File: config.mk
export PLATFORM = sky130hd
export DESIGN_NAME = spi_packet_frame_receiver_core
export DESIGN_NICKNAME = d
export VERILOG_FILES = /design/src/rtl/spfr_pkg.sv /design/src/rtl/spfr_core_top.sv /design/src/rtl/spfr_ram.sv /design/src/rtl/spfr_ctrl.sv /design/src/rtl/spfr_dp.sv
export SDC_FILE = /design/constraint.sdc
export NUM_CORES = 1
export LEC_CHECK = 0
export ABC_CLOCK_PERIOD_IN_PS = 8700
export BUFFER_PORTS_ARGS = -buffer_cell sky130_fd_sc_hd__clkbuf_2
export CAP_MARGIN = 20
export CORE_UTILIZATION = 38
export DETAILED_ROUTE_END_ITERATION = 6
export MAX_ROUTING_LAYER = met4
export PLACE_DENSITY = 0.59
export SYNTH_ARGS = -nofsm -noshare
export SYNTH_HDL_FRONTEND = slang
export SYNTH_SLANG_ARGS = --single-unit
File: constraint.sdc
create_clock -name clk_i -period 8.7 [get_ports clk_i]
set_clock_uncertainty 0.2 [all_clocks]
set_input_delay 1.74 -clock clk_i [delete_from_list [all_inputs] [get_ports clk_i]]
set_output_delay 1.74 -clock clk_i [all_outputs]
set_load 0.02 [all_outputs]
File: src/rtl/spfr_pkg.sv
// ----------------------------------------------------------------------------
// spfr_pkg
// shared constants, codes, command/status types and helpers of the receiver
// ----------------------------------------------------------------------------
package spfr_pkg;

  localparam int unsigned FrameBytesDef = 64;

  // result kinds
  localparam logic [2:0] KIND_ZERO       = 3'd0;
  localparam logic [2:0] KIND_SYNC       = 3'd1;
  localparam logic [2:0] KIND_BAD_SUM    = 3'd2;
  localparam logic [2:0] KIND_ONES       = 3'd3;
  localparam logic [2:0] KIND_ACCEPTED   = 3'd4;
  localparam logic [2:0] KIND_UNDEF      = 3'd5;
  localparam logic [2:0] KIND_FRAME_GOOD = 3'd6;
  localparam logic [2:0] KIND_FRAME_BAD  = 3'd7;

  // configuration register indexes
  localparam logic [1:0] CFG_MAX_INVALID  = 2'd0;
  localparam logic [1:0] CFG_MAX_CHECKSUM = 2'd1;
  localparam logic [1:0] CFG_MAX_FRAME    = 2'd2;

  localparam logic [7:0] LIMIT_RESET = 8'd10;

  typedef struct packed {
    logic capture;
    logic classify;
    logic write;
    logic inc_rec;
    logic fin_start;
    logic walk_rd;
    logic walk_acc;
    logic judge;
    logic put_single;
    logic emit_rd;
    logic emit_put;
  } spfr_cmd_t;

  typedef struct packed {
    logic do_write;
    logic write_last;
    logic frame_done;
    logic too_long;
    logic walk_last;
    logic sum_ok;
    logic len_zero;
    logic emit_last;
    logic out_free;
  } spfr_sts_t;

  function automatic logic [7:0] sat_inc(input logic [7:0] x);
    return (x == 8'hFF) ? x : x + 8'd1;
  endfunction

  // ceil((len+6)/6) = (len+11)/6, by reciprocal 171/1024 (exact up to 266)
  function automatic logic [5:0] packets_for_len(input logic [7:0] len);
    logic [8:0]  n;
    logic [17:0] p;
    n = {1'b0, len} + 9'd11;
    p = {9'd0, n} * 18'd171;
    return p[15:10];
  endfunction

endpackage

File: src/rtl/spfr_core_top.sv
// ----------------------------------------------------------------------------
// spi_packet_frame_receiver_core
// classifies 8-byte spi packets, assembles frames and emits good payloads
// ----------------------------------------------------------------------------
// one packet at a time; in_stall_o is high from the transfer until its last result
// is loaded into the output register, the next packet can be taken in the cycle after the load
// single-result packets are classified and loaded into the output register; stored
// packets write six bytes to the frame store; a completing frame walks the store
// (one read port), then emits its payload bytes; reset: async, control and
// counters clear, the frame store is not cleared (undefined until written)
module spi_packet_frame_receiver_core #(
  parameter int unsigned FRAME_BYTES = spfr_pkg::FrameBytesDef
) (
  input  logic       clk_i,
  input  logic       rst_ni,
  // configuration write port
  input  logic       cfg_we_i,
  input  logic [1:0] cfg_idx_i,
  input  logic [7:0] cfg_data_i,
  // packet input transfer
  input  logic       in_valid_i,
  output logic       in_stall_o,
  input  logic [7:0] byte_0_i,
  input  logic [7:0] byte_1_i,
  input  logic [7:0] byte_2_i,
  input  logic [7:0] byte_3_i,
  input  logic [7:0] byte_4_i,
  input  logic [7:0] byte_5_i,
  input  logic [7:0] byte_6_i,
  input  logic [7:0] byte_7_i,
  // result output transfer
  output logic       out_valid_o,
  input  logic       out_stall_i,
  output logic [2:0] packet_kind_o,
  output logic [7:0] payload_byte_o,
  output logic       last_result_o,
  output logic       reset_request_o,
  output logic       partner_ready_o,
  output logic       ack_needed_o,
  output logic [7:0] ack_id_o,
  output logic [7:0] frame_len_o
);

  spfr_pkg::spfr_cmd_t cmd;
  spfr_pkg::spfr_sts_t sts;

  // sequencer
  spfr_ctrl u_ctrl (
    .clk_i     (clk_i),
    .rst_ni    (rst_ni),
    .in_valid_i(in_valid_i),
    .in_stall_o(in_stall_o),
    .sts_i     (sts),
    .cmd_o     (cmd)
  );

  // checks, counters, frame store and output register
  spfr_dp #(
    .FRAME_BYTES(FRAME_BYTES)
  ) u_dp (
    .clk_i          (clk_i),
    .rst_ni         (rst_ni),
    .cfg_we_i       (cfg_we_i),
    .cfg_idx_i      (cfg_idx_i),
    .cfg_data_i     (cfg_data_i),
    .byte_0_i       (byte_0_i),
    .byte_1_i       (byte_1_i),
    .byte_2_i       (byte_2_i),
    .byte_3_i       (byte_3_i),
    .byte_4_i       (byte_4_i),
    .byte_5_i       (byte_5_i),
    .byte_6_i       (byte_6_i),
    .byte_7_i       (byte_7_i),
    .cmd_i          (cmd),
    .sts_o          (sts),
    .out_stall_i    (out_stall_i),
    .out_valid_o    (out_valid_o),
    .packet_kind_o  (packet_kind_o),
    .payload_byte_o (payload_byte_o),
    .last_result_o  (last_result_o),
    .reset_request_o(reset_request_o),
    .partner_ready_o(partner_ready_o),
    .ack_needed_o   (ack_needed_o),
    .ack_id_o       (ack_id_o),
    .frame_len_o    (frame_len_o)
  );

endmodule

File: src/rtl/spfr_ram.sv
// ----------------------------------------------------------------------------
// spfr_ram
// generic single write, single read ram with registered read data
// ----------------------------------------------------------------------------
module spfr_ram #(
  parameter int unsigned WIDTH = 8,
  parameter int unsigned DEPTH = 64
) (
  input  logic                     clk_i,
  input  logic                     we_i,
  input  logic [$clog2(DEPTH)-1:0] waddr_i,
  input  logic [WIDTH-1:0]         wdata_i,
  input  logic                     re_i,
  input  logic [$clog2(DEPTH)-1:0] raddr_i,
  output logic [WIDTH-1:0]         rdata_o
);

  logic [WIDTH-1:0] mem_q [DEPTH];
  logic [WIDTH-1:0] rdata_q;

  always_ff @(posedge clk_i) begin
    if (we_i) begin
      mem_q[waddr_i] <= wdata_i;
    end
    if (re_i) begin
      rdata_q <= mem_q[raddr_i];
    end
  end

  assign rdata_o = rdata_q;

endmodule

File: src/rtl/spfr_ctrl.sv
// ----------------------------------------------------------------------------
// spfr_ctrl
// packet sequencer: classify, store, frame check walk and result emission
// ----------------------------------------------------------------------------
module spfr_ctrl (
  input  logic                clk_i,
  input  logic                rst_ni,
  input  logic                in_valid_i,
  output logic                in_stall_o,
  input  spfr_pkg::spfr_sts_t sts_i,
  output spfr_pkg::spfr_cmd_t cmd_o
);

  localparam logic [3:0] S_IDLE = 4'd0;
  localparam logic [3:0] S_CLS  = 4'd1;
  localparam logic [3:0] S_WR   = 4'd2;
  localparam logic [3:0] S_INC  = 4'd3;
  localparam logic [3:0] S_DEC  = 4'd4;
  localparam logic [3:0] S_FIN  = 4'd5;
  localparam logic [3:0] S_WRD  = 4'd6;
  localparam logic [3:0] S_WAC  = 4'd7;
  localparam logic [3:0] S_JDG  = 4'd8;
  localparam logic [3:0] S_PUT  = 4'd9;
  localparam logic [3:0] S_ERD  = 4'd10;
  localparam logic [3:0] S_ELD  = 4'd11;

  logic [3:0] state_q, state_d;

  assign in_stall_o = (state_q != S_IDLE);

  always_comb begin
    state_d = state_q;
    cmd_o   = '0;
    case (state_q)
      S_IDLE: begin
        if (in_valid_i) begin
          cmd_o.capture = 1'b1;
          state_d       = S_CLS;
        end
      end
      S_CLS: begin
        cmd_o.classify = 1'b1;
        state_d        = sts_i.do_write ? S_WR : S_PUT;
      end
      S_WR: begin
        cmd_o.write = 1'b1;
        if (sts_i.write_last) state_d = S_INC;
      end
      S_INC: begin
        cmd_o.inc_rec = 1'b1;
        state_d       = S_DEC;
      end
      S_DEC: begin
        state_d = sts_i.frame_done ? S_FIN : S_PUT;
      end
      S_FIN: begin
        cmd_o.fin_start = 1'b1;
        state_d         = sts_i.too_long ? S_PUT : S_WRD;
      end
      S_WRD: begin
        cmd_o.walk_rd = 1'b1;
        state_d       = S_WAC;
      end
      S_WAC: begin
        cmd_o.walk_acc = 1'b1;
        state_d        = sts_i.walk_last ? S_JDG : S_WRD;
      end
      S_JDG: begin
        cmd_o.judge = 1'b1;
        state_d     = (sts_i.sum_ok && !sts_i.len_zero) ? S_ERD : S_PUT;
      end
      S_PUT: begin
        if (sts_i.out_free) begin
          cmd_o.put_single = 1'b1;
          state_d          = S_IDLE;
        end
      end
      S_ERD: begin
        cmd_o.emit_rd = 1'b1;
        state_d       = S_ELD;
      end
      S_ELD: begin
        if (sts_i.out_free) begin
          cmd_o.emit_put = 1'b1;
          state_d        = sts_i.emit_last ? S_IDLE : S_ERD;
        end
      end
      default: state_d = S_IDLE;
    endcase
  end

  always_ff @(posedge clk_i or negedge rst_ni) begin
    if (!rst_ni) begin
      state_q <= S_IDLE;
    end else begin
      state_q <= state_d;
    end
  end

endmodule

File: src/rtl/spfr_dp.sv
// ----------------------------------------------------------------------------
// spfr_dp
// receiver datapath: packet checks, counters, frame store and output register
// ----------------------------------------------------------------------------
module spfr_dp #(
  parameter int unsigned FRAME_BYTES = spfr_pkg::FrameBytesDef
) (
  input  logic                clk_i,
  input  logic                rst_ni,
  input  logic                cfg_we_i,
  input  logic [1:0]          cfg_idx_i,
  input  logic [7:0]          cfg_data_i,
  input  logic [7:0]          byte_0_i,
  input  logic [7:0]          byte_1_i,
  input  logic [7:0]          byte_2_i,
  input  logic [7:0]          byte_3_i,
  input  logic [7:0]          byte_4_i,
  input  logic [7:0]          byte_5_i,
  input  logic [7:0]          byte_6_i,
  input  logic [7:0]          byte_7_i,
  input  spfr_pkg::spfr_cmd_t cmd_i,
  output spfr_pkg::spfr_sts_t sts_o,
  input  logic                out_stall_i,
  output logic                out_valid_o,
  output logic [2:0]          packet_kind_o,
  output logic [7:0]          payload_byte_o,
  output logic                last_result_o,
  output logic                reset_request_o,
  output logic                partner_ready_o,
  output logic                ack_needed_o,
  output logic [7:0]          ack_id_o,
  output logic [7:0]          frame_len_o
);

  localparam int unsigned AW = $clog2(FRAME_BYTES);
  localparam logic [9:0]  FB = 10'(FRAME_BYTES);
  localparam logic [63:0] SyncRev = 64'h1122_3344_5566_7788;

  logic [7:0] max_inv_q, max_cks_q, max_fe_q;
  logic [7:0] b_q [8];
  logic       ready_q;
  logic [7:0] cur_id_q;
  logic [5:0] exp_q, rec_q;
  logic [7:0] inv_q, cks_q, fe_q;
  logic       rst_seen_q;
  logic [2:0] kind_q;
  logic       ack_q;
  logic [7:0] flen_q, len_q, id_q, sum_q;
  logic       ok_q;
  logic [8:0] base_q, cnt_q;
  logic [2:0] k_q;

  logic       out_valid_q, out_last_q, out_rst_q, out_rdy_q, out_ack_q;
  logic [2:0] out_kind_q;
  logic [7:0] out_pay_q, out_ackid_q, out_flen_q;

  // packet checks
  logic [63:0] bytes_w;
  logic        all_zero, all_ones, is_sync, sum_bad, header;
  assign bytes_w  = {b_q[7], b_q[6], b_q[5], b_q[4], b_q[3], b_q[2], b_q[1], b_q[0]};
  assign all_zero = (bytes_w == '0);
  assign all_ones = (bytes_w == '1);
  assign is_sync  = (bytes_w == SyncRev);
  assign sum_bad  = ((b_q[1] ^ b_q[2] ^ b_q[3] ^ b_q[4] ^ b_q[5] ^ b_q[6]) != b_q[7]);
  assign header   = (b_q[1] == 8'hFF) && (b_q[2] == 8'hA5) && (b_q[3] == 8'h5A) &&
                    (b_q[4] == b_q[0]);

  logic [7:0] c_inv, c_cks, c_fe, c_id;
  logic       c_rdy, c_rs, c_write;
  logic [2:0] c_kind;
  logic [5:0] c_exp, c_rec;

  always_comb begin
    c_inv   = inv_q;
    c_cks   = cks_q;
    c_fe    = fe_q;
    c_rdy   = ready_q;
    c_rs    = rst_seen_q;
    c_id    = cur_id_q;
    c_exp   = exp_q;
    c_rec   = rec_q;
    c_write = 1'b0;
    c_kind  = spfr_pkg::KIND_UNDEF;
    if (all_zero) begin
      c_kind = spfr_pkg::KIND_ZERO;
      c_inv  = spfr_pkg::sat_inc(inv_q);
      if (c_inv > max_inv_q) begin
        c_inv = '0; c_cks = '0; c_fe = '0; c_rdy = 1'b0; c_rs = 1'b1;
      end
    end else if (is_sync) begin
      c_kind = spfr_pkg::KIND_SYNC;
      c_rdy  = 1'b1;
    end else if (sum_bad) begin
      if (all_ones) begin
        c_kind = spfr_pkg::KIND_ONES;
        c_inv  = spfr_pkg::sat_inc(inv_q);
        if (c_inv > max_inv_q) begin
          c_inv = '0; c_cks = '0; c_fe = '0; c_rdy = 1'b0; c_rs = 1'b1;
        end
      end else begin
        c_kind = spfr_pkg::KIND_BAD_SUM;
        c_cks  = spfr_pkg::sat_inc(cks_q);
      end
      if (c_cks > max_cks_q) begin
        c_inv = '0; c_cks = '0; c_fe = '0; c_rdy = 1'b0; c_rs = 1'b1;
      end
    end else if (ready_q) begin
      if (header) begin
        c_id = b_q[0];
        // header while the previous frame is still open
        if ((exp_q != rec_q) && (exp_q != '0)) begin
          c_fe = spfr_pkg::sat_inc(fe_q);
          if (c_fe > max_fe_q) begin
            c_inv = '0; c_cks = '0; c_fe = '0; c_rdy = 1'b0; c_rs = 1'b1;
          end
        end
        c_exp = spfr_pkg::packets_for_len(b_q[5]);
        c_rec = '0;
      end
      if (b_q[0] == c_id) begin
        c_write = 1'b1;
        c_kind  = spfr_pkg::KIND_ACCEPTED;
      end else begin
        c_fe = spfr_pkg::sat_inc(c_fe);
        if (c_fe > max_fe_q) begin
          c_inv = '0; c_cks = '0; c_fe = '0; c_rdy = 1'b0; c_rs = 1'b1;
        end
      end
    end
  end

  // store addressing
  logic [9:0]    wa_full, ea_full;
  logic          wr_in_range;
  logic [7:0]    wdata;
  logic [2:0]    wsel;
  logic [AW-1:0] raddr;
  logic          re;
  logic [7:0]    rdata;
  logic [7:0]    j_cks;
  logic          out_load;

  assign wa_full     = {1'b0, base_q} + {7'd0, k_q};
  assign wr_in_range = (wa_full < FB);
  assign wsel        = k_q + 3'd1;
  assign wdata       = b_q[wsel];
  assign ea_full     = {1'b0, cnt_q} + 10'd5;
  assign raddr       = cmd_i.emit_rd ? ea_full[AW-1:0] : cnt_q[AW-1:0];
  assign re          = cmd_i.emit_rd || cmd_i.walk_rd;
  assign j_cks       = spfr_pkg::sat_inc(cks_q);
  assign out_load    = cmd_i.put_single || cmd_i.emit_put;

  spfr_ram #(
    .WIDTH(8),
    .DEPTH(FRAME_BYTES)
  ) u_store (
    .clk_i  (clk_i),
    .we_i   (cmd_i.write && wr_in_range),
    .waddr_i(wa_full[AW-1:0]),
    .wdata_i(wdata),
    .re_i   (re),
    .raddr_i(raddr),
    .rdata_o(rdata)
  );

  always_comb begin
    sts_o            = '0;
    sts_o.do_write   = c_write;
    sts_o.write_last = (k_q == 3'd5);
    sts_o.frame_done = (exp_q == rec_q);
    sts_o.too_long   = (({2'b0, len_q} + 10'd6) >= FB);
    sts_o.walk_last  = ({1'b0, cnt_q} == ({2'b0, len_q} + 10'd5));
    sts_o.sum_ok     = ok_q;
    sts_o.len_zero   = (len_q == '0);
    sts_o.emit_last  = (({1'b0, cnt_q} + 10'd1) == {2'b0, len_q});
    sts_o.out_free   = !out_valid_q || !out_stall_i;
  end

  // control state
  always_ff @(posedge clk_i or negedge rst_ni) begin
    if (!rst_ni) begin
      max_inv_q  <= spfr_pkg::LIMIT_RESET;
      max_cks_q  <= spfr_pkg::LIMIT_RESET;
      max_fe_q   <= spfr_pkg::LIMIT_RESET;
      ready_q    <= 1'b0;
      cur_id_q   <= '0;
      exp_q      <= '0;
      rec_q      <= '0;
      inv_q      <= '0;
      cks_q      <= '0;
      fe_q       <= '0;
      rst_seen_q <= 1'b0;
      out_valid_q <= 1'b0;
    end else begin
      if (cfg_we_i) begin
        case (cfg_idx_i)
          spfr_pkg::CFG_MAX_INVALID:  max_inv_q <= cfg_data_i;
          spfr_pkg::CFG_MAX_CHECKSUM: max_cks_q <= cfg_data_i;
          spfr_pkg::CFG_MAX_FRAME:    max_fe_q  <= cfg_data_i;
          default: ;
        endcase
      end
      if (cmd_i.capture) begin
        rst_seen_q <= 1'b0;
      end
      if (cmd_i.classify) begin
        inv_q      <= c_inv;
        cks_q      <= c_cks;
        fe_q       <= c_fe;
        ready_q    <= c_rdy;
        rst_seen_q <= c_rs;
        cur_id_q   <= c_id;
        exp_q      <= c_exp;
        rec_q      <= c_rec;
      end
      if (cmd_i.inc_rec && (rec_q != 6'd63)) begin
        rec_q <= rec_q + 6'd1;
      end
      if (cmd_i.fin_start && sts_o.too_long) begin
        inv_q <= '0; cks_q <= '0; fe_q <= '0; ready_q <= 1'b0; rst_seen_q <= 1'b1;
      end
      if (cmd_i.judge) begin
        if (ok_q) begin
          fe_q  <= '0;
          inv_q <= '0;
        end else if (j_cks > max_cks_q) begin
          inv_q <= '0; cks_q <= '0; fe_q <= '0; ready_q <= 1'b0; rst_seen_q <= 1'b1;
        end else begin
          cks_q <= j_cks;
        end
      end
      if (out_load) begin
        out_valid_q <= 1'b1;
      end else if (out_valid_q && !out_stall_i) begin
        out_valid_q <= 1'b0;
      end
    end
  end

  // payload and working registers
  always_ff @(posedge clk_i) begin
    if (cmd_i.capture) begin
      b_q[0] <= byte_0_i;
      b_q[1] <= byte_1_i;
      b_q[2] <= byte_2_i;
      b_q[3] <= byte_3_i;
      b_q[4] <= byte_4_i;
      b_q[5] <= byte_5_i;
      b_q[6] <= byte_6_i;
      b_q[7] <= byte_7_i;
    end
    if (cmd_i.classify) begin
      kind_q <= c_kind;
      ack_q  <= 1'b0;
      flen_q <= '0;
      base_q <= {3'd0, c_rec} * 9'd6;
      k_q    <= '0;
    end
    if (cmd_i.write) begin
      k_q <= k_q + 3'd1;
      if (wa_full == 10'd3) id_q  <= wdata;
      if (wa_full == 10'd4) len_q <= wdata;
    end
    if (cmd_i.inc_rec) begin
      kind_q <= spfr_pkg::KIND_ACCEPTED;
    end
    if (cmd_i.fin_start) begin
      cnt_q  <= '0;
      sum_q  <= '0;
      kind_q <= spfr_pkg::KIND_FRAME_BAD;
      flen_q <= len_q;
    end
    if (cmd_i.walk_acc) begin
      if (sts_o.walk_last) begin
        ok_q <= (sum_q == rdata);
      end else begin
        sum_q <= sum_q ^ rdata;
        cnt_q <= cnt_q + 9'd1;
      end
    end
    if (cmd_i.judge) begin
      cnt_q  <= '0;
      flen_q <= len_q;
      if (ok_q) begin
        kind_q <= spfr_pkg::KIND_FRAME_GOOD;
        ack_q  <= (id_q[7:6] == 2'b11);
      end else begin
        kind_q <= spfr_pkg::KIND_FRAME_BAD;
      end
    end
    if (cmd_i.emit_put) begin
      cnt_q <= cnt_q + 9'd1;
    end
    if (out_load) begin
      out_kind_q  <= cmd_i.emit_put ? spfr_pkg::KIND_FRAME_GOOD : kind_q;
      out_pay_q   <= cmd_i.emit_put ? rdata : 8'd0;
      out_last_q  <= cmd_i.emit_put ? sts_o.emit_last : 1'b1;
      out_rst_q   <= rst_seen_q;
      out_rdy_q   <= ready_q;
      out_ack_q   <= ack_q;
      out_ackid_q <= ack_q ? id_q : 8'd0;
      out_flen_q  <= flen_q;
    end
  end

  assign out_valid_o     = out_valid_q;
  assign packet_kind_o   = out_kind_q;
  assign payload_byte_o  = out_pay_q;
  assign last_result_o   = out_last_q;
  assign reset_request_o = out_rst_q;
  assign partner_ready_o = out_rdy_q;
  assign ack_needed_o    = out_ack_q;
  assign ack_id_o        = out_ackid_q;
  assign frame_len_o     = out_flen_q;

endmodule

---- Yosys cells after proc, flatten, opt, wreduce, memory -nomap -nowiden ----
Memory sizes are Yosys's and may differ from the RTL's. A register that Yosys moved wholly into a read port is not among the register bits.
Cells that the tools add are included.
storage, ports and cells
  flip-flop bits (word level) ............. 163
  bits in writable memories ............... 576
  output and inout bits ................... 33
  logic and storage cells ................. 310
  memories kept ........................... 2
memories
  name                depth  bits a word  rd ports  clocked after memory_dff  wr ports  line            text
  u_dp.u_store.mem_q  64     8            1         1                         1         spfr_ram.sv:18  logic [WIDTH-1:0] mem_q [DEPTH];
  u_dp.b_q            8      8            9         0                         8         spfr_dp.sv:40   logic [7:0] b_q [8];
cells by class
  add/subtract/negate cells ............... 13
  multiply operators ...................... 2
  order comparisons ....................... 7
  eq/ne operators ......................... 39
  multiplexer cells ....................... 172
  bitwise operators ....................... 9
  reductions and logical operators ........ 35
operator list
  cell                  number
  $mux 8                73
  $mux 1                65
  $eq 64x61->1 const B  1
  $eq 64x64->1 const B  1
  $logic_not 64->1      1
  $eq 8x8->1 const B    6
  $mux 6                8
  $pmux 4 s12           1
  $xor 8x8->8           6
  $mux 9                5
  $gt 8x8->1            5
  $mux 4                9
  $add 8x1->8 const B   4
  $mux 3                10
  $eq 8x8->1            3
  $add 8x3->9 const B   2
  $eq 4x3->1 const B    4
  $eq 4x4->1 const B    4
  $mul 9x8->16 const B  1
  $reduce_and 2->1      6
  $add 9x1->10 const B  1
  $add 9x3->10          1
  $eq 10x2->1 const B   1
  $eq 10x3->1 const B   1
  other kinds (36)      58

---- Logic depth before layout (Yosys ltp) ----
Gate-level depths: netlist (run 1).
  word-level depth ........................ 24
  mapped depth ............................ 28
  gate-level depth less buffers ........... 25

---- Hierarchy ----
Synthesis (run 1) repeated with hierarchy kept, for this count alone.
second synthesis, totals
  cells, all modules ...................... 2446
  area, all modules ....................... 35619.2 sq um
modules (own cells, without submodules)
  module     times used  cells each  area each (sq um)  seq. area each (sq um)
  spfr_ram   1           972         20270.7            15615.0
  spfr_dp    1           1411        14875.5            6168.4
  spfr_ctrl  1           63          473.0              100.1

---- Worst setup path before layout (run 1) ----
OpenSTA, ideal clock, no wires.
  kind .................................... reg-to-reg
  from .................................... register u_dp.fe_q[1]
  to ...................................... register u_dp.inv_q[2]
  library setup time ...................... 0.121 ns
  data arrival time ....................... 5.959 ns
  setup slack ............................. 2.420 ns
  cell stages (with the launch flop) ...... 27
  path buffers ............................ 3
  cells stage by stage .................... dfrtp_1 -> ha_1 -> buf_1 -> nand3_2 -> nand3_1 -> o21ai_0 -> inv_1 -> ha_1 -> a21o_1 -> a221o_1 -> a221o_1 -> buf_2 -> and2_1 -> o31ai_1 -> ha_1 -> clkbuf_1 -> and3_1 -> mux2_2 -> ha_1 -> nor2b_1 -> o21bai_1 -> and4b_1 -> o311a_1 -> o22ai_4 -> nand3_1 -> a22o_1 -> a22o_1
between the ends
  word-level cells in the longest chain between the ends .. 24
  elaborated cells on any way between the ends .. 29
RTL lines
  what                                              line            text
  start: declaration                                spfr_dp.sv:44   logic [7:0] inv_q, cks_q, fe_q;
  start signal: assignment                          spfr_dp.sv:191  fe_q <= '0;
  start signal: assignment                          spfr_dp.sv:209  fe_q <= c_fe;
  start signal: assignment                          spfr_dp.sv:220  inv_q <= '0; cks_q <= '0; fe_q <= '0; ready_q <= 1'b0; rst_seen_q <= 1'b1;
  $add 8x1->8 / $eq 8x8->1 (equally long branches)  spfr_pkg.sv:53  return (x == 8'hFF) ? x : x + 8'd1;
  $mux 8                                            spfr_pkg.sv:53
  $gt 8x8->1                                        spfr_dp.sv:113  if (c_fe > max_fe_q) begin
  $mux 8                                            spfr_dp.sv:113
  $mux 8                                            spfr_dp.sv:111  if ((exp_q != rec_q) && (exp_q != '0)) begin
  $mux 8                                            spfr_dp.sv:108  if (header) begin
  $mux 8                                            spfr_dp.sv:107  end else if (ready_q) begin
  $mux 8                                            spfr_dp.sv:93   end else if (sum_bad) begin
  [8 not listed]                                    --
  $mux 8 *                                          spfr_dp.sv:93
  $mux 8 *                                          spfr_dp.sv:90   end else if (is_sync) begin
  $mux 8 *                                          spfr_dp.sv:84   if (all_zero) begin
  $mux 8 *                                          spfr_dp.sv:206  if (cmd_i.classify) begin
  $mux 8 *                                          spfr_dp.sv:219  if (cmd_i.fin_start && sts_o.too_long) begin
  $mux 8                                            spfr_dp.sv:226  end else if (j_cks > max_cks_q) begin
  $mux 8                                            spfr_dp.sv:223  if (ok_q) begin
  $mux 8 *                                          spfr_dp.sv:222  if (cmd_i.judge) begin
  end signal: assignment                            spfr_dp.sv:207  inv_q <= c_inv;
  end: declaration                                  spfr_dp.sv:44
Mark *: on every way between the ends. The rest lies on a longest branch, timed or not. The select of a mux whose other input is x is not followed.
A chain may end at the register's enable or synchronous reset.

---- Worst setup path after layout (run 1) ----
  from .................................... register u_dp.fe_q[0]
  to ...................................... register u_dp.inv_q[5]
The elaborated chain is that of the path after synthesis.

==> results of run 1 <==
[synthesized netlist by cell type, types with 28 or more instances]
| cell type | n |
|---|---|
| sky130_fd_sc_hd__edfxtp_1 | 654 |
| sky130_fd_sc_hd__mux4_2 | 175 |
| sky130_fd_sc_hd__nor2_1 | 155 |
| sky130_fd_sc_hd__nand2_1 | 141 |
| sky130_fd_sc_hd__ha_1 | 107 |
| sky130_fd_sc_hd__inv_1 | 88 |
| sky130_fd_sc_hd__xnor2_1 | 83 |
| sky130_fd_sc_hd__o21ai_0 | 75 |
| sky130_fd_sc_hd__a21oi_1 | 71 |
| sky130_fd_sc_hd__dfrtp_1 | 69 |
| sky130_fd_sc_hd__clkbuf_1 | 65 |
| sky130_fd_sc_hd__nand3_1 | 64 |
| sky130_fd_sc_hd__nand4_1 | 39 |
| sky130_fd_sc_hd__mux2_2 | 35 |
| sky130_fd_sc_hd__xor2_1 | 31 |
| sky130_fd_sc_hd__and2_1 | 28 |
[path summary, 6_finish.rpt]
check                          startpoint                   to  depth (start not counted)
min                        u_dp.flen_q[3]  u_dp.frame_len_o[3]                          0
max                          u_dp.fe_q[0]        u_dp.inv_q[5]                         22
max in group asynchronous          rst_ni     u_dp.max_fe_q[3]                          2
min reg2reg                u_dp.flen_q[3]  u_dp.frame_len_o[3]                          0
max reg2reg                  u_dp.fe_q[0]        u_dp.inv_q[5]                         22
min in group asynchronous          rst_ni    u_dp.max_inv_q[6]                          1
[per-stage QoR]
stage,instances,worst slack [ps],hold WS (ps)
after floorplan,2343,2420,200
after global placement,3624,1340,207
after detailed placement,3625,1330,206
after CTS,3774,1310,225
after global routing,3775,858,240
final,3775,1200,225
[layout by cell type (no fill, tap or decap), drive strengths merged, types with 31 or more instances in the layout]
cell | Yosys | routed
nand4 | 42 | 42
clkinv | 0 | 42
xnor2 | 83 | 83
mux2 | 40 | 40
dfrtp | 69 | 69
nand2 | 142 | 142
xor2 | 31 | 31
nor2 | 157 | 157
edfxtp | 654 | 654
o21ai | 80 | 80
inv | 88 | 92
a21oi | 72 | 72
mux4 | 176 | 176
ha | 107 | 107
nand3 | 66 | 66
clkbuf | 66 | 199
[kinds of logic after synthesis]
kind of cell    synth area share
simple gates              0.0869
fa+ha+maj                 0.0467
compound gates            0.0628
buf+inv                   0.0211
flops                      0.616
xor+xnor                  0.0357
mux                        0.130
[worst max-delay path, cell delays in order, from the launching register on]
cell and delay, ps:
sky130_fd_sc_hd__dfrtp_1 530, sky130_fd_sc_hd__ha_1 510, sky130_fd_sc_hd__nand3_2 320, sky130_fd_sc_hd__mux2i_1 330, sky130_fd_sc_hd__inv_1 80, sky130_fd_sc_hd__ha_1 260
sky130_fd_sc_hd__and3_1 180, sky130_fd_sc_hd__a221o_1 310, sky130_fd_sc_hd__a221o_1 490, sky130_fd_sc_hd__and2_1 260, sky130_fd_sc_hd__o31ai_1 590, sky130_fd_sc_hd__ha_1 510
sky130_fd_sc_hd__and3_1 310, sky130_fd_sc_hd__mux2_2 360, sky130_fd_sc_hd__ha_1 280, sky130_fd_sc_hd__nor2b_1 140, sky130_fd_sc_hd__o21bai_1 90, sky130_fd_sc_hd__and4b_1 190
sky130_fd_sc_hd__o311a_1 460, sky130_fd_sc_hd__o22ai_4 250, sky130_fd_sc_hd__nand3_1 150, sky130_fd_sc_hd__a22o_1 300, sky130_fd_sc_hd__a22o_1 260
[final cells by class]
class | instances | area (µm²)
fillers | 8090 | 51900
multi-input cells | 1411 | 12900
repair buffers | 137 | 798
clock inverters | 60 | 594
flip-flops and latches | 747 | 21900
inverters | 88 | 330
well taps | 1243 | 1560
clock buffers | 89 | 2090
[power by group through the flow]
stage                     combinational, mW  clock (mW)  sequential [mW]
after CTS                              5.40        3.53             5.41
after global routing                   5.81        3.67             5.44
final                                  5.30        3.46             5.41
after floorplan                        3.59           0             5.38
after detailed placement               5.38           0             5.48
after global placement                 5.22           0             5.46
[metal layers]
layer / wire length, µm / share of wire
met1: 39200 / 0.44
met2: 42500 / 0.48
met3: 5770 / 0.065
met4: 1850 / 0.021
met5: 0 / 0
==> run summary, run 1 <==
Number of maximum-capacitance constraint violations: 0. The total power came out at 14.2 mW. Setup repair after global routing left no endpoint under its margin. At the later pin of the worst-skew pair, clock insertion delay measures 640 ps.

For the net switching power, the log shows 5.01 mW. The post-detailed-route via-to-cell ratio was 5.61. The worst setup path is launched from a flop. The synthesized design contains 747 register bits.

The tools report the post-CTS setup repair buffer count as 0. The global route total overflow came out at 0. The tools report the register share of total power as 0.382. The detailed router placed 21200 vias in this run. The post-route core utilization is 0.436, and the maximum VDD drop is 0.000370 V.

The logs give 0.374 for the portion of total power attributed to combinational logic and 0 for the initial antenna violation count. The number of clock buffers added by TritonCTS is 81. Clock root buffer master: sky130_fd_sc_hd__clkbuf_16.

The signed area change from the synthesized netlist to the final layout is 13.2%. The count of H-tree levels built during CTS is 3. The total core area is 92100 µm², and the average instance area after synthesis is 15.2 µm². Slew at the pin with the worst max-slew slack: 1170 ps. Most used flip-flop cell after synthesis: sky130_fd_sc_hd__edfxtp_1. The sequential-to-total area share from yosys stat is 0.616. Row generation in the floorplan step produced 111 rows. The run gives 14.3 nW as the leakage power of the design.

The run gives 5 as the first-pass iteration count of the detailed router. The detailed router finished its first iteration with 1996 violations. Yosys printed 0 warnings.

For the worst setup path, the data required time is 9000 ps. Most congested layer reported by global routing: met2. The total detailed-routing wirelength was 89300 µm. The tools report the total of cells resized after clock tree synthesis as 0. The switching share of power came out at 0.353. The maximum clock frequency is 0.133 GHz, and the total global routing track utilization is 0.196. Setup violations remaining at the end of the flow were counted as 0.

The run gives 0.887 as the final estimated routing congestion in global placement. The repair_antennas step left the layout with diodes totalling 0. The share of the clock period used by the worst path works out to 0.862. The register with the most flip-flops in the layout has 512 of them.

The count of mapped cells out of synthesis was 2343. The count of flip-flops with a built-in enable after synthesis works out to 654. The setup check on the worst reg-to-reg path leaves a slack of 1200 ps. For the met2 capacity usage during global routing, the log shows 0.306. The power density over the cells is 353 nW/µm².

The run gives 0.266 as the fraction of met1 tracks used by global routing. For the final layout net count, the log shows 2668. The flow ran to the end, and the final reports show no timing, DRC or antenna violations. The min-delay analysis places its worst path in the category flop to flop.

The via count of the first global-routing pass was 21300; the clock transition time at the flip-flop clock pins of the worst setup and hold paths was 70 ps. During placement, the flow inserted port buffers numbering 111. The post-synthesis cell type with the largest combined area was sky130_fd_sc_hd__edfxtp_1.

The peak fanout along the critical path works out to 13. In this run the cell area of the synthesized design comes to 35500 µm². The logs give 0.0323 for the fraction of met3 tracks used by global routing and 0 for the number of remaining DRC errors.

The tools report the number of buffers inserted by hold repair at cts as 0. For the number of endpoints with negative hold slack in the final report, the log shows 0. The residual antenna-violating net count after detailed routing was 0. The setup path with the least slack is of type flop to flop. The relative slew slack came out at 0.223. The die extent in x was 308 µm; the standard cell area after detailed placement was 37500 µm². The tools report the half-perimeter wire length of the detailed placement result as 59300 µm. Counting every net in the synthesized netlist gives 2545. The tools report the number of library cell types mapped by synthesis as 97. Counting I/O delays and the setup requirement, the final critical path takes 7500 ps. The clock drives 747 sinks. In the final layout, the registers with the most flip-flops are u_dp.u_store.mem_q x512, u_dp.b_q x64, u_dp.cnt_q x9. Data on the critical path arrives at its endpoint at 7800 ps. Entering global routing, the biggest net connects 129 pins. Element type at the critical path end: a flop. The setup total negative slack is 0 ps, and the post-route standard cell area excluding fillers is 40200 µm².

The count of pins on the block boundary was 112; the number of slew-limit violations in the final report was 0. Area share of the largest cell type after synthesis: 0.553. TritonCTS built the clock tree. The first global-routing pass estimated 136000 µm of wire. The register with the most flip-flops was u_dp.u_store.mem_q. By area the synthesized netlist is led by sky130_fd_sc_hd__edfxtp_1 (55%), sky130_fd_sc_hd__mux4_2 (11%), sky130_fd_sc_hd__dfrtp_1 (4.9%), sky130_fd_sc_hd__ha_1 (3.8%), sky130_fd_sc_hd__xnor2_1 (2.0%). In this run the vertical extent of the chip is 308 µm. Final routed wire length divided by cell count: 23.7 µm. The maximum root-to-sink buffer count was 3; the part of the total power dissipated in the clock network was 0.244. Total internal power: 9.17 mW. The fraction of registers with async set/reset was 0.100; the fraction of layout cells with a size suffix above 1 was 0.205. Die footprint: 94700 µm². The effective utilization at floorplan was 0.386.
(Power assumes the default switching activity.)
==> inputs of run 2 (changes only) <==
SYNTH_HIERARCHICAL = 1   (was default)
==> run summary, run 2 <==
The flow ran to the end, and the final reports show no timing, DRC or antenna violations. The worst path in the final design needs a cycle of 7940 ps, including I/O delays and setup. The fraction of registers with async set/reset came out at 0.100. The startpoint type of the worst setup path is a flop. The global route total overflow is 0, and the residual antenna-violating net count after detailed routing is 0.

The classification of the worst-slack hold path is flop to flop. The run gives 0.386 as the effective utilization at floorplan. Yosys mapped a number of flops with a built-in enable equal to 654.

Entering global routing, the biggest net connects 110 pins. The analysis attributes to cell leakage a power of 14.0 nW. The number of flip-flops under the largest register name is 512, and the count of pins on the block boundary is 112. The minimum setup slack among reg-to-reg paths is 760 ps, and the number of remaining DRC errors is 0. The tools report the origin of the critical flop-to-flop path as u_dp/fe_q[0]. In the synthesized netlist, the cells that appear most often are sky130_fd_sc_hd__edfxtp_1 (654), sky130_fd_sc_hd__nor2_1 (166), sky130_fd_sc_hd__nand2_1 (141). IR analysis of the VDD net gives a maximum drop of 0.000546 V. The library cell used most frequently in the layout, excluding fill and tap cells, is sky130_fd_sc_hd__edfxtp_1. In this design, the critical path's most frequently occurring cell is sky130_fd_sc_hd__ha_1. The path with the worst hold slack has its endpoint at u_dp/frame_len_o[0].

The die footprint is 95000 µm². Once placement finished, the instance area stood at 37400 µm². The maximum root-to-sink buffer count is 3.

STA classifies the critical path endpoint as a flop. Number of synthesized register bits: 747. Clock tree synthesis selected as its root buffer the cell sky130_fd_sc_hd__clkbuf_16.

Register with the most flip-flops: u_dp/u_store/mem_q. The fraction of layout cells with a size suffix above 1 is 0.192. The net count of the finished layout is 2757. After layout, the design draws a total of 14.0 mW. The setup total negative slack is 0 ps, and the number of cells on the worst hold path is 0.

Share of the clock period used by the worst path: 0.912. Average instance area after synthesis: 14.6 µm². In the final layout, the registers with the most flip-flops are u_dp/u_store/mem_q x512, u_dp/b_q x64, u_dp/cnt_q x9. The repair_antennas step left the layout with diodes totalling 0. The number of setup buffers added after CTS is 0. The area share of the largest cell type after synthesis is 0.551. Most used flip-flop cell after synthesis: sky130_fd_sc_hd__edfxtp_1. The library cell contributing the largest single delay on the critical path is sky130_fd_sc_hd__o22ai_1. Relative to the synthesized area, the layout overhead comes to 12.3%. The tools report the via count of the first global-routing pass as 21400. Total global routing track utilization: 0.194.

The power density over the cells came out at 351 nW/µm². The number of buffers inserted by hold repair at cts was 0; the y dimension of the die was 308 µm. Data on the critical path arrives at its endpoint at 8240 ps. The HPWL after detailed placement is 59500 µm. The final routed wire length divided by cell count was 23.0 µm.

Post-CTS repair changed the size of 0 cells. Setup violations remaining at the end of the flow were counted as 0. Vias after detailed routing: 21400. The H-tree was split into 3 levels.

The logs give 0.236 for the relative slew slack and 2446 for the count of mapped cells out of synthesis. For the worst setup path, the data required time is 9010 ps. TritonCTS built the clock tree. Derived from the worst setup path, the maximum achievable clock frequency is 0.126 GHz. The startpoint-to-endpoint class of the critical path was flop to flop.

The number of warnings printed during yosys synthesis was 6. Setup repair after global routing left no endpoint under its margin. The clock latency of the later-clocked register in the worst-skew pair is 630 ps, and the worst reg2reg path depth is 28.

On the worst path, the slowest cell contributes a delay of 540 ps. The logs give 111 for the row count and 35600 µm² for the netlist area before placement. The die is 308 µm wide. The number of slew-limit violations in the final report came out at 0. sky130_fd_sc_hd__edfxtp_1 takes more of the synthesized area than any other cell. Buffers placed on the I/O ports in this run total 111.

The logs give 0 for the number of endpoints with negative hold slack in the final report and 92200 µm² for the total core area. The tools report the final estimated routing congestion in global placement as 0.883. The tools report the initial antenna violation count as 0. The first-pass iteration count of the detailed router was 5; the worst hold slack was 216 ps.

The slew at the pin with the worst max-slew slack was 1140 ps; the number of library cell types mapped by synthesis was 106. The first global-routing pass estimated 135000 µm of wire. Of all nets on the critical path, the largest fanout is 9. The tree built by TritonCTS fans out to 747 sinks. The most repeated cell in the gate-level netlist after synthesis was sky130_fd_sc_hd__edfxtp_1. The logs give 0 for the number of maximum-capacitance constraint violations and 1780 for the detailed router's first-iteration violation count. In the layout the commonest cells are sky130_fd_sc_hd__edfxtp_1 (654), sky130_fd_sc_hd__nor2_1 (166), sky130_fd_sc_hd__nand2_1 (141), sky130_fd_sc_hd__mux4_2 (139), sky130_fd_sc_hd__inv_1 (118). The sequential-to-total area share from yosys stat was 0.614.

The startpoint identified for the worst hold timing path is u_dp/flen_q[0]. The logs give 40000 µm² for the post-route standard cell area excluding fillers and 88500 µm for the total detailed-routing wirelength. The post-detailed-route via-to-cell ratio is 5.56, and the clock buffer count from CTS is 79. Sorting the synthesized cells by area gives the leading types as sky130_fd_sc_hd__edfxtp_1 (55%), sky130_fd_sc_hd__mux4_2 (8.8%), sky130_fd_sc_hd__dfrtp_1 (4.8%), sky130_fd_sc_hd__ha_1 (3.8%), sky130_fd_sc_hd__xnor2_1 (2.3%). The worst register-to-register path ends at u_dp/inv_q[5]. The clock transition time at the flip-flop clock pins of the worst setup and hold paths is 60 ps, and the synthesized netlist net count is 2648.
-- run 2: kinds of logic (layout without fill, tap and decap cells) --
group           after synthesis  after routing  share of synthesized area
simple gates                651            651                     0.0954
compound gates              353            353                     0.0682
xor+xnor                    130            130                     0.0366
mux                         206            206                      0.109
fa+ha+maj                   123            123                     0.0466
buf+inv                     236            402                     0.0301
flops                       747            747                      0.614
-- run 2: metrics by stage --
| step | util | setup WS, ps | instances |
|---|---|---|---|
| floorplan | - | 2370 | 2446 |
| global placement | 0.406 | 854 | 3712 |
| detailed placement | 0.406 | 871 | 3713 |
| CTS | 0.433 | 839 | 3851 |
| global route | 0.434 | 207 | 3855 |
| finish | 0.434 | 763 | 3855 |
-- run 2: critical path, delay by kind of cell (launching register included) --
family,cells,cell delay (ps)
adder cells (fa/ha/maj),4,1170
AO/OA/AOI/OAI,14,3750
buffers and inverters,2,250
AND/OR/NAND/NOR,7,1780
XOR/XNOR,1,140
flip-flops,1,490
-- run 2: how the worst max path moves through the flow --
stage	start	endpoint	slack, ps	cells past startpoint
after detailed placement	u_dp/fe_q[0]	u_dp/inv_q[5]	870	28
after CTS	u_dp/fe_q[0]	u_dp/inv_q[5]	840	28
after global routing	u_dp/fe_q[0]	u_dp/inv_q[4]	210	29
final	u_dp/fe_q[0]	u_dp/inv_q[5]	760	28
after global placement	u_dp/fe_q[0]	u_dp/inv_q[7]	850	28
after floorplan	u_dp/fe_q[1]	u_dp/inv_q[1]	2370	28
-- run 2: where the power goes --
| part | leakage (nW) | total, mW | switching, mW | internal (mW) |
|---|---|---|---|---|
| clock | 1.24 | 3.29 | 1.38 | 1.90 |
| sequential | 7.04 | 5.55 | 0.266 | 5.28 |
| combinational | 5.75 | 5.20 | 3.37 | 1.83 |
-- run 2: cell type report --
type / instances / area (µm²)
clock buffer: 100 / 2190
clock inverter: 38 / 343
fill: 8279 / 52200
inverter: 120 / 450
multi-input combinational: 1463 / 12700
sequential: 747 / 21900
tap: 1243 / 1560
timing repair buffer: 144 / 856
-- run 2: metal layers --
metal / wire length, µm / track usage / part of all wire / vias to the layer above
met4: 1710 / 0.0522 / 0.019 / 0
li1: - / - / - / 9637
met2: 41300 / 0.295 / 0.47 / 730
met5: 0 / - / 0 / -
met3: 5650 / 0.0267 / 0.064 / 123
met1: 39800 / 0.272 / 0.45 / 10900
==> inputs of run 3 (changes only) <==
CELL_PAD_IN_SITES_DETAIL_PLACEMENT = 1   (was default)
CELL_PAD_IN_SITES_GLOBAL_PLACEMENT = 1   (was default)
PLACE_DENSITY = 0.67   (was 0.59)
==> run summary, run 3 (same netlist as run 2, synthesis figures left out) <==
The largest registers in the layout are u_dp/u_store/mem_q x512, u_dp/b_q x64, u_dp/cnt_q x9. More flip-flops sit in one register than any other, and that register is u_dp/u_store/mem_q. The number of buffers inserted by hold repair at cts is 0. The slew at the pin with the worst max-slew slack is 1240 ps, and the y dimension of the die is 308 µm.

The run gives 0 as the post-CTS setup repair buffer count. The tree is rooted in a sky130_fd_sc_hd__clkbuf_16. For the initial antenna violation count, the log shows 3.

The number of endpoints with negative hold slack in the final report came out at 0. The tightest min-delay check is of the flop to flop type. The logs give 22900 for the via count of the first global-routing pass and 0 for the global route total overflow. For the relative slew slack, the log shows 0.170. The count of clock tree sinks came out at 747.

The die covers 95000 µm². For the number of slew-limit violations in the final report, the log shows 0. CTS built an H-tree with a depth of 3. TritonCTS built the clock tree. The logs give 95800 µm for the total detailed-routing wirelength and 1756 for the detailed router's first-iteration violation count. The fraction of layout cells with a size suffix above 1 was 0.188. For this design the ratio of total power to cell area is 354 nW/µm². The worst setup path is captured at a flop.

The final-report setup violation count was 0. The worst-case IR drop observed on VDD is 0.000474 V. The number of flip-flops under the largest register name came out at 512. The largest incremental delay on the critical path was 500 ps; the first-pass iteration count of the detailed router was 5. The initialized floorplan defines 111 standard-cell rows. In this run, post-CTS repair resized a total of 0 instances. The detail route stage leaves a number of antenna-violating nets equal to 0. Dividing the detail-routed via count by the number of cells gives 5.64. The startpoint-to-endpoint class of the critical path was flop to flop.

TritonCTS created 80 clock buffers. The post-layout minimum cycle time was 7950 ps. The logs give 112 for the count of pins on the block boundary and 0.386 for the effective utilization at floorplan. The global-route wire length before repair was 145000 µm. The clock passes through at most 3 buffers. The net count of the finished layout is 2753.

The clock transition time at the flip-flop clock pins of the worst setup and hold paths is 60 ps. Entering global routing, the biggest net connects 110 pins. Setup repair after global routing left no endpoint under its margin.

For the final routed database, the setup TNS stands at 0 ps. The slowest stage of the critical path is the sky130_fd_sc_hd__o21ai_0 cell. Most frequent cell on the critical path: sky130_fd_sc_hd__ha_1. Summing over every cut layer, the via total after detailed routing is 21800. The total global routing track utilization is 0.209.

The number of input and output port buffers inserted is 111, and the final estimated routing congestion in global placement is 0.873. The die is 308 µm wide. Static timing analysis puts the maximum clock frequency at 0.126 GHz. The library cells used most frequently in the layout, excluding fill and tap cells, are sky130_fd_sc_hd__edfxtp_1 (654), sky130_fd_sc_hd__nor2_1 (166), sky130_fd_sc_hd__nand2_1 (141), sky130_fd_sc_hd__mux4_2 (139), sky130_fd_sc_hd__inv_1 (118). The library cell used most frequently in the layout, excluding fill and tap cells, is sky130_fd_sc_hd__edfxtp_1. The run gives 8320 ps as the arrival time at the worst endpoint.

The leakage power of the design is 14.0 nW. The run finished with clean final reports. Along the worst path, the maximum fanout reaches 9. The final routed wire length divided by cell count was 24.8 µm; the total power was 14.1 mW. For the worst setup path, the data required time is 9060 ps. Relative to the synthesized area, the layout overhead comes to 12.1%. The total core area came out at 92200 µm².

Clock latency on the worst-skew pair, taken at its later pin, is 640 ps. The tools report the startpoint type of the worst setup path as a flop. The wire-length estimate of the detail-placed layout is 65100 µm. Max-cap violations in this run came to 0. The layout has 9303 filler cells. The share of the clock period used by the worst path was 0.914; the number of remaining DRC errors was 0.
## run 3: cell count changes in the layout (fill, tap and decap cells not counted), moves of 2 or more
| cell | change |
|---|---|
| sky130_fd_sc_hd__diode_2 | +2 |
| sky130_fd_sc_hd__clkbuf_8 | -5 |
| sky130_fd_sc_hd__clkinv_1 | -4 |
| sky130_fd_sc_hd__buf_4 | -4 |
| sky130_fd_sc_hd__clkbuf_1 | +18 |
| sky130_fd_sc_hd__clkinv_2 | -3 |
| sky130_fd_sc_hd__clkinvlp_4 | +2 |
## run 3: through the flow
step	std cells	instance area, µm²	util	hold WS, ps	setup WS [ps]
after floorplan	2446	35600	-	200	2370
after global placement	3710	37400	0.405	207	987
after detailed placement	3710	37400	0.405	207	872
after CTS	3857	39900	0.433	212	820
after global routing	3861	39900	0.433	230	133
final	3861	39900	0.433	208	746
## run 3: final cells by class
type	count	area, µm²	area share
flip-flops and latches	747	21900	0.548
multi-input cells	1463	12700	0.318
clock buffers	113	2190	0.0548
well taps	1243	1560	0.0389
repair buffers	139	813	0.0204
inverters	120	450	0.0113
clock inverters	34	334	0.00836
diodes	2	5.00	0.000125
## run 3: worst max-delay path, delay by kind of cell, from the launching register on
family                   cells  cell delay [ps]
AO/OA/AOI/OAI               16             3890
AND/OR/NAND/NOR              5             1640
adder cells (fa/ha/maj)      4             1150
flip-flops                   1              490
buffers and inverters        2              250
multiplexers                 1              230
## run 3: final timing paths
path                                start                   to  slack, ps  cells past startpoint
setup / recovery             u_dp/fe_q[0]        u_dp/inv_q[5]        750                     28
hold reg to reg            u_dp/flen_q[4]  u_dp/frame_len_o[4]        210                      0
max in group asynchronous          rst_ni    u_dp/max_cks_q[3]       6770                      2
setup reg to reg             u_dp/fe_q[0]        u_dp/inv_q[5]        750                     28
hold / removal             u_dp/flen_q[4]  u_dp/frame_len_o[4]        210                      0
min in group asynchronous          rst_ni         u_dp/fe_q[4]        840                      1
## run 3: per-layer routing
layer	routed length (µm)	up-vias	share of wire	global-route usage
met5	0	-	0	-
met4	2160	0	0.023	0.0617
met3	5830	127	0.061	0.0345
met2	45900	651	0.48	0.328
met1	41900	11400	0.44	0.280
li1	-	9624	-	-
## run 3: report_power, final
part	internal [mW]	switching [mW]	leakage, nW
sequential	5.29	0.303	7.04
combinational	1.83	3.43	5.70
clock	1.86	1.42	1.21
total	8.98	5.16	14.0
